## config.mk

```make
export PLATFORM = sky130hd
export DESIGN_NAME = cht_ram
export DESIGN_NICKNAME = d
export VERILOG_FILES = /design/src/chained_hash_table_int_pair_macros.svh /design/src/cht_ram.sv
export SDC_FILE = /design/constraint.sdc
export NUM_CORES = 1
export LEC_CHECK = 0
export CORE_MARGIN = 4
export CORE_UTILIZATION = 45
export DETAILED_ROUTE_END_ITERATION = 10
export DONT_BUFFER_PORTS = 1
export GPL_ROUTABILITY_DRIVEN = 0
export SLEW_MARGIN = 20
export SYNTH_ARGS = -nofsm -noshare
export SYNTH_HDL_FRONTEND = slang
export SYNTH_SLANG_ARGS = --single-unit
export TNS_END_PERCENT = 20
```

## constraint.sdc

```tcl
create_clock -name clk -period 1.95 [get_ports clk]
set_input_delay 0.2925 -clock clk [delete_from_list [all_inputs] [get_ports clk]]
set_output_delay 0.2925 -clock clk [all_outputs]
set_load 0.05 [all_outputs]
```

## src/chained_hash_table_int_pair_macros.svh

```systemverilog
// Assertion helpers for the hash table RTL. Both sample on clk and stay quiet in reset.
`ifndef CHAINED_HASH_TABLE_INT_PAIR_MACROS_SVH
`define CHAINED_HASH_TABLE_INT_PAIR_MACROS_SVH

// Invariant that must hold at every edge out of reset.
`define CHT_CHECK(lbl, expr, msg) \
  lbl: assert property (@(posedge clk) disable iff (!rst_n) (expr)) else $error(msg);

// Antecedent this cycle implies consequent next cycle.
`define CHT_NEXT(lbl, ante, cons, msg) \
  lbl: assert property (@(posedge clk) disable iff (!rst_n) (ante) |=> (cons)) else $error(msg);

`endif

```

## src/cht_ram.sv

```systemverilog
`default_nettype none
module cht_ram #(
  parameter int WIDTH = 8,
  parameter int DEPTH = 16
) (
  input  wire logic                     clk,
  input  wire logic                     we,
  input  wire logic [$clog2(DEPTH)-1:0] waddr,
  input  wire logic [WIDTH-1:0]         wdata,
  input  wire logic [$clog2(DEPTH)-1:0] raddr,
  output      logic [WIDTH-1:0]         rdata
);

  logic [WIDTH-1:0] mem [DEPTH];

  always_ff @(posedge clk) begin
    if (we) begin
      mem[waddr] <= wdata;
    end
    rdata <= mem[raddr];
  end

endmodule
`default_nettype wire

```

==> run_results.csv <==
group,metric,value,unit
status,outcome,"finished, final reports clean",
run,maxCapViolations,0,
sta,worstMarginPinSlew,0.637,ns
global_routing,met3_usage,5.21,%
floorplanning,ios,26,
global_routing,met2_usage,24.7,%
sta,fin_crit_sh,72.8,%
yosys,ys_ff_latch,136,
yosys,synth.distinct_cells,19,
cells_and_area,final_common_cell,"edfxtp_1",
power,power.density,1120,nW/um^2
cts,cts_root_buf,"clkbuf_16",
routing,drt_first_pass_iters,4,
sta,fin_crit,1.42,ns
routing,wl_per_cell,24.3,um
global_routing,grt_overflow_total,0,
floorplanning,die-area,13200,sq um
sta,clock_skew,0.00630,ns
sta,rsz0062_at_grt,"false",
sta,drv_slew,0,
sta,clock.fmax,0.705,GHz
power,p_int,5.42,mW
critical_path,crit_arrival,1.13,ns
routing,vias,2379,
power,netSwitchingFraction,19.7,%
cts,htreeDepth,4,
yosys,synth_seq_area_share,77.8,%
routing,postRouteAntennaNets,0,
routing,viasPerCell,5.71,
critical_path,path_class,"reg2out",
cells_and_area,post-route-util,54.8,%
floorplanning,start_util,46.7,%
sta,finalWorstSetupSlack,0.531,ns
global_routing,busiest_layer,"met2",
sta,setup_violations,0,
yosys,ys_warn_count,0,
power,vdd_drop_max,0.000478,V
cells_and_area,area_growth,17.5,%
cts,tritoncts.num_buffers,17,
cts,cts.clk_slew.worst_paths,0.06,ns
power,combPwrFrac,3.4,%
sta,tns,0,ns
cts,cts_tree,"done",
sta,hold_viol_final,0,
placement,dp_hpwl,5910,um
routing,route.detailed.drc,0,
yosys,syn_inst,229,
cts,clockBufferDepth,2,
global_routing,grt_pass1_vias,2441,
cells_and_area,diodes,0,
global_routing,grt_pass1_wl,15500,um
cells_and_area,drive_gt1_share,24.2,%
cells_and_area,mostFrequentLayoutCells,"edfxtp_1 (128), mux4_2 (18), buf_4 (18)",
critical_path,end_kind,"primary output",
global_routing,grt_usage,16.9,%
global_routing,use_met1,24.3,%
power,p_clk_share,46.8,%
power,total_power,6.75,mW
floorplanning,fp.dieH,115,um
cts,cts.sinks,136,
cells_and_area,nFillCells,863,
power,leakage,2.02,nW
critical_path,start_kind,"flop",
yosys,synth_fp_nets,247,
cts,cts-resized-gates,0,
power,p_sw,1.33,mW
critical_path,cp_data_required_time,1.66,ns
sta,relSlewSlack,57.5,%
yosys,avgSynthCellArea,22.5,sq um
floorplanning,dieWidth,115,um
routing,drt_iter0_drc,171,
cts,clkLatencyLatePin,0.40,ns
worst_hold_path,hp-class,"in2reg",
cts,ctsHoldBuffers,8,
placement,port_buffers,0,
placement,dp_slack,0.497,ns
cts,cts_setup_buffers,0,
critical_path,worst-path-max-fanout,1,
floorplanning,num_rows,38,
cells_and_area,nets,282,
power,p_seq_share,49.8,%
global_routing,antenna_found_initial,0,
floorplanning,core_area,11000,sq um
routing,wl,10100,um
yosys,synth_area,5150,sq um
global_routing,grt_max_degree,33,
critical_path,r2r_setup_slack,0.57,ns
[through the flow]
step	instance area [sq um]	hold slack (ns)	instances
after global placement	5370	0.393	377
after global routing	6050	0.184	417
final	6050	0.187	417
after detailed placement	5370	0.393	377
after floorplan	5150	0.391	229
after CTS	6050	0.169	417
[registers in the layout (all words and copies together), names as in the netlist]
register and cells:
mem 128, rdata 8
[final timing paths]
kind,end,startpoint,depth (start not counted)
setup / recovery,rdata[4],rdata[4]$_DFF_P_,0
setup reg to reg,rdata[1]$_DFF_P_,mem[9][1]$_DFFE_PP_,3
hold / removal,rdata[1]$_DFF_P_,raddr[1],3
hold reg to reg,rdata[1]$_DFF_P_,mem[7][1]$_DFFE_PP_,3
[power groups by stage]
stage	clock [mW]	sequential [mW]	combinational, mW
6_report	3.16	3.36	0.231
5_1_grt	3.34	3.37	0.251
3_5_place_dp	0	3.42	0.185
4_1_cts	3.20	3.36	0.235
3_3_place_gp	0	3.42	0.185
2_1_floorplan	0	3.41	0.166
[cell type report]
| class | instances | area (sq um) | share of cell area [%] |
|---|---|---|---|
| tap | 140 | 175 | 2.90 |
| sequential | 136 | 4000 | 66.2 |
| clock inverter | 8 | 92.6 | 1.53 |
| timing repair buffer | 26 | 215 | 3.56 |
| multi-input combinational | 83 | 1060 | 17.5 |
| clock buffer | 24 | 502 | 8.30 |
[synth_stat cells (all sizes together)]
| library cell | number | area share (%) |
|---|---|---|
| dfxtp | 8 | 3.1 |
| buf | 7 | 1.1 |
| or3b | 1 | 0.17 |
| nand2b | 2 | 0.24 |
| mux4 | 32 | 15 |
| nor2 | 13 | 0.95 |
| nand2 | 9 | 0.66 |
| nand3 | 1 | 0.097 |
| a22oi | 16 | 2.3 |
| nor3 | 4 | 0.39 |
| and2b | 1 | 0.15 |
| edfxtp | 128 | 75 |
| nand3b | 2 | 0.29 |
| and2 | 1 | 0.12 |
| clkdlybuf4s25 | 3 | 0.58 |
| nor2b | 1 | 0.12 |
[layer usage]
layer | up-vias | wire length, um | share of wire [%]
met3 | 8 | 734 | 7.2
li1 | 1045 | - | -
met2 | 93 | 4760 | 47
met4 | 0 | 119 | 1.2
met1 | 1233 | 4520 | 45
met5 | - | 0 | 0
[logic make-up after synthesis]
kind of cell / count (synthesis) / share of synthesized area (%)
flops: 136 / 77.8
buf+inv: 10 / 1.68
mux: 32 / 15.0
simple gates: 35 / 3.18
compound gates: 16 / 2.33
Power figures use the tool's default switching activity.
