$ cat config.mk
export PLATFORM = sky130hd
export DESIGN_NAME = cht_hash_mod
export DESIGN_NICKNAME = d
export VERILOG_FILES = /design/src/chained_hash_table_int_pair_macros.svh /design/src/cht_pkg.sv /design/src/cht_hash_mod.sv
export SDC_FILE = /design/constraint.sdc
export NUM_CORES = 1
export LEC_CHECK = 0
export BUFFER_PORTS_ARGS = -buffer_cell sky130_fd_sc_hd__buf_4
export CORE_AREA = 2 2 39 41
export CTS_CLUSTER_DIAMETER = 150
export DETAILED_ROUTE_END_ITERATION = 7
export DIE_AREA = 0 0 41 43
export GPL_ROUTABILITY_DRIVEN = 0
export SETUP_SLACK_MARGIN = 0.4
export SLEW_MARGIN = 20
export SYNTH_ARGS = -nofsm -noshare
export SYNTH_HDL_FRONTEND = slang
export SYNTH_SLANG_ARGS = --single-unit
$ cat constraint.sdc
create_clock -name clk -period 0.8 [get_ports clk]
set_clock_uncertainty 0.2 [all_clocks]
set_input_delay 0 -clock clk [delete_from_list [all_inputs] [get_ports clk]]
set_output_delay 0 -clock clk [all_outputs]
set_load 0.005 [all_outputs]
$ cat src/chained_hash_table_int_pair_macros.svh
// Assertion helpers for the hash table RTL. Both sample on clk and stay quiet in reset.
`ifndef CHAINED_HASH_TABLE_INT_PAIR_MACROS_SVH
`define CHAINED_HASH_TABLE_INT_PAIR_MACROS_SVH

// Invariant that must hold at every edge out of reset.
`define CHT_CHECK(lbl, expr, msg) \
  lbl: assert property (@(posedge clk) disable iff (!rst_n) (expr)) else $error(msg);

// Antecedent this cycle implies consequent next cycle.
`define CHT_NEXT(lbl, ante, cons, msg) \
  lbl: assert property (@(posedge clk) disable iff (!rst_n) (ante) |=> (cons)) else $error(msg);

`endif

$ cat src/cht_pkg.sv
`default_nettype none
package cht_pkg;

  localparam int BUCKETS_DEF = 256;
  localparam int NODES_DEF   = 1024;
  localparam int HASH_SHIFT  = 16;
  localparam int WORD_W      = 32;
  localparam int ENTRY_W     = 11;
  localparam int OCC_W       = 9;

  localparam logic [1:0] CMD_ADD  = 2'd0;
  localparam logic [1:0] CMD_FIND = 2'd1;
  localparam logic [1:0] CMD_DEL  = 2'd2;

  localparam logic [1:0] ST_OK    = 2'd0;
  localparam logic [1:0] ST_NF    = 2'd1;
  localparam logic [1:0] ST_FULL  = 2'd2;

  typedef struct packed {
    logic [1:0]        cmd;
    logic [WORD_W-1:0] key_first;
    logic [WORD_W-1:0] key_second;
    logic [WORD_W-1:0] data_value;
  } req_t;

  typedef struct packed {
    logic               found;
    logic [WORD_W-1:0]  data_out;
    logic [1:0]         status;
    logic [ENTRY_W-1:0] entry_count;
    logic [OCC_W-1:0]   occupied_count;
  } rsp_t;

endpackage
`default_nettype wire

$ cat src/cht_hash_mod.sv
`default_nettype none
module cht_hash_mod import cht_pkg::*; #(
  parameter int BUCKETS = BUCKETS_DEF
) (
  input  wire logic                       clk,
  input  wire logic                       rst_n,
  input  wire logic                       start,
  input  wire logic [WORD_W-1:0]          hash,
  output      logic                       done,
  output      logic [$clog2(BUCKETS)-1:0] bucket
);

  localparam int BW = $clog2(BUCKETS);

  generate
    if ((1 << BW) == BUCKETS) begin : g_pow2
      // power of two: remainder is the low bits
      logic          done_r;
      logic [BW-1:0] bkt_r;
      always_ff @(posedge clk) begin
        if (!rst_n) begin
          done_r <= 1'b0;
        end else begin
          done_r <= start;
        end
        if (start) begin
          bkt_r <= hash[BW-1:0];
        end
      end
      assign done   = done_r;
      assign bucket = bkt_r;
    end else begin : g_div
      // restoring remainder, 4 dividend bits per cycle, over the whole hash word
      logic              busy_r;
      logic              done_r;
      logic [2:0]        cnt_r;
      logic [WORD_W-1:0] sh_r;
      logic [BW-1:0]     rem_r;
      logic [BW-1:0]     rem_nxt;
      logic [BW:0]       t;

      always_comb begin
        rem_nxt = rem_r;
        t       = '0;
        for (int i = 0; i < 4; i++) begin
          t = {rem_nxt, sh_r[WORD_W-1-i]};
          if (t >= (BW+1)'(BUCKETS)) begin
            t = t - (BW+1)'(BUCKETS);
          end
          rem_nxt = t[BW-1:0];
        end
      end

      always_ff @(posedge clk) begin
        if (!rst_n) begin
          busy_r <= 1'b0;
          done_r <= 1'b0;
          cnt_r  <= '0;
        end else begin
          done_r <= 1'b0;
          if (start) begin
            busy_r <= 1'b1;
            cnt_r  <= '0;
          end else if (busy_r) begin
            cnt_r <= cnt_r + 3'd1;
            if (cnt_r == 3'd7) begin
              busy_r <= 1'b0;
              done_r <= 1'b1;
            end
          end
        end
        if (start) begin
          sh_r  <= hash;
          rem_r <= '0;
        end else if (busy_r) begin
          sh_r  <= sh_r << 4;
          rem_r <= rem_nxt;
        end
      end
      assign done   = done_r;
      assign bucket = rem_r;
    end
  endgenerate

endmodule
`default_nettype wire

==> results by stage <==
STA:
- The worst max-slew margin expressed relative to the limit is 92.7%.
- Hold timing on the final database bottoms out at a slack of -282 ps.
- At the pin with the least slew margin, the transition time is about 110 ps.
- Setup repair after global routing could not meet its margin everywhere.
- Setup violations remaining at the end of the flow were counted as 9.
- Counting I/O delays and the setup requirement, the final critical path takes 960 ps.
- Once routing completed, OpenROAD measured the worst setup slack at -160 ps.
- The number of hold violations in the final report came to 17.
- The number of slew-limit violations in the final report is 0.
- Dividing the final minimum period by the clock period gives 120%.
- Based on the critical path, the design can be clocked at up to around 1000 MHz.

Synth:
- The share of the synthesized area in the top cell type is about 90%.
- Sequential elements use between 90 and 100% of the synthesized area.
- The simple-gate share of the synthesized area is under 10%.
- The synthesized netlist devotes 0% of its cell area to compound gates.
- The mapped netlist covers ~270 um2.
- The parity-gate share of the synthesized area counting xor and xnor cells is 0%.
- Synthesis handed over a netlist of 10 instances.
- Measured against the total synthesized area, the mux share comes to 0%.
- Of all cell types, the one taking the most synthesized area is sky130_fd_sc_hd__edfxtp_1.
- By area the synthesized netlist is led by sky130_fd_sc_hd__edfxtp_1 (90%), sky130_fd_sc_hd__dfxtp_1 (7.5%), sky130_fd_sc_hd__and2_1 (2.3%).
- The adder-cell share of the synthesized area is 0%.
- In this run, synthesis produced a sequential element count of 9.
- Synthesis instantiated 3 different standard cells from the library.
- The number of warnings reported in the yosys synthesis log is 0.
- Averaged over all synthesized cells, the footprint is between 20 and 30 um2.
- The post-synthesis net count is 45.
- The main combinational cell family by area after synthesis is simple AND/OR/NAND/NOR gates.

Flow run:
- The tool flagged a number of max-cap violations equal to 0.

Worst setup path:
- Data on the critical path is required at its endpoint by 600 ps.
- For this run, the slowest stage of the critical path takes around 380 ps.
- The critical path is of the reg2out type.
- The slowest cell on the critical path is sky130_fd_sc_hd__edfxtp_1.
- The highest net fanout along the worst path is 1.
- The signal arrival time at the worst endpoint is 760 ps.
- The number of buffer and inverter instances along the worst setup path is 1.
- The critical path goes through buf_6.
- The startpoint kind of the worst setup timing path is a register.
- The kind of cell with the highest combined delay along the critical path is flip-flops.
- The critical path capture point type is an output pin.

Clock tree:
- The CTS clock-pin slew for the worst setup and hold paths is ~50 ps.
- TritonCTS built the clock tree.
- The H-tree depth reported by CTS is 1.
- The tree is rooted in a sky130_fd_sc_hd__clkbuf_4.
- In this run, CTS created clock tree buffers numbering 3.
- The number of clock sinks seen by CTS is 9.
- The longest clock path from root to sink contains 2 buffers.

GRT:
- The number of global-route vias before repair is around 170.
- The first global-routing pass estimated 690 um of wire.
- The global-route total usage across every layer is between 7 and 8%.
- The number of antenna violations at the first check in global routing is 0.
- The pin count of the biggest net entering global routing is 10.
- Global routing finished with a remaining overflow of 0.

Power:
- The ratio of total power to cell area is around 2100 mW/mm2.
- The static leakage is around 0.20 nW.
- IR analysis of the VDD net gives a maximum drop of approximately 670 uV.

Detailed routing:
- The via count normalized by instance count is about 3.7.
- The via count is 182.
- The count of unresolved DRC violations after routing is 0.
- The count of nets left with antenna violations after detail routing is 0.
- The first-iteration detailed-routing DRC count is 2.
- The number of iterations in the first detailed-routing pass is 2.
- The average detailed-routed wire length per instance is ~11 um.
- For this block, the routed nets add up to about 540 um of wire.

Finish:
- The fraction of final layout cells with drive strength greater than 1 is between 60% and 70%.
- The diode insertion count for antenna repair is 0.
- Once layout is complete, the cells apart from fillers number 49.
- The final core utilization is ~34%.
- The count of fill cells added during filler insertion is roughly 140.
- After the last flow step, the layout net total stands at a little under 70.
- After routing the design area is ~470 um2.
- The most common library cell in the layout ignoring fill and taps is sky130_fd_sc_hd__buf_4.
- In the layout the commonest cells are sky130_fd_sc_hd__buf_4 (15), sky130_fd_sc_hd__edfxtp_1 (8), sky130_fd_sc_hd__buf_6 (4).
- The layout overhead on the synthesized area is 77.0%.

Floorplan:
- The floorplan step defined a die boundary enclosing about 0.0018 mm2.
- Row generation in the floorplan step produced 14 rows.
- The count of pins on the block boundary is 44.
- Measured along the x axis, the die boundary spans 41 um.
- The area of the core is 0.00138 mm2.
- The floorplan step set the die height to roughly 43 um.
- Once the floorplan was initialized, standard cells occupied between 10% and 20% of the core.

Outcome:
- The checks that failed: hold timing, setup timing.
- The run finished, with violations left.

Placed design:
- In this run, placement finished with an instance count of 45.
- Port buffering added 19 buffers.
- The post-place instance area is ~430 um2.

Worst hold path:
- The class of the tightest hold or removal check is in2reg.
power by group:
group          leakage, nW  switching [W]  internal [W]
logic               0.0990      0.0000311     0.0000791
clock network       0.0150       0.000142      0.000191
registers           0.0869      0.0000109      0.000552
cell usage after synthesis:
library cell               instances
sky130_fd_sc_hd__edfxtp_1          8
sky130_fd_sc_hd__dfxtp_1           1
sky130_fd_sc_hd__and2_1            1
state kept, by name (all words and copies together), names as in the netlist:
register	count
done	1
bucket	8
stage by stage:
step                hold WS (ps)  TNS (ps)  total power [W]  setup WS (ps)
floorplan                   -101         0         0.000577            245
global placement           -20.7         0         0.000672            112
detailed placement         -20.2         0         0.000674            111
CTS                         -288     -1370          0.00101           -170
global route                -293     -1600          0.00106           -207
finish                      -282     -1280          0.00101           -160
final timing paths:
path,from,to,slack (ps),cells past startpoint
setup / recovery,bucket[7],bucket[7],-160,1
hold / removal,hash[0],bucket[0],-280,1
cells by family after synthesis:
group / Yosys count
flops: 9
simple gates: 1
what timing repair did:
action | CTS | global route
resized for setup | 1 | 3
setup buffers | 0 | 0
endpoints found under the setup margin | 9 | 9
endpoints found under the hold margin | 17 | 17
layer usage:
metal  vias up  share of wire [%]  track usage, %
met1        74                 37            6.48
met3         4                 20            3.14
met2        21                 35            8.13
met4         0                7.4            14.0
li1         83                  -               -
met5         -                  0               0
area by class of cell:
| cell class | count | area (um2) | area share, % |
|---|---|---|---|
| sequential | 9 | 262 | 55.4 |
| timing repair buffer | 19 | 158 | 33.4 |
| clock buffer | 4 | 26.3 | 5.57 |
| tap | 16 | 20.0 | 4.24 |
| multi-input combinational | 1 | 6.26 | 1.33 |
(Power assumes the default switching activity.)
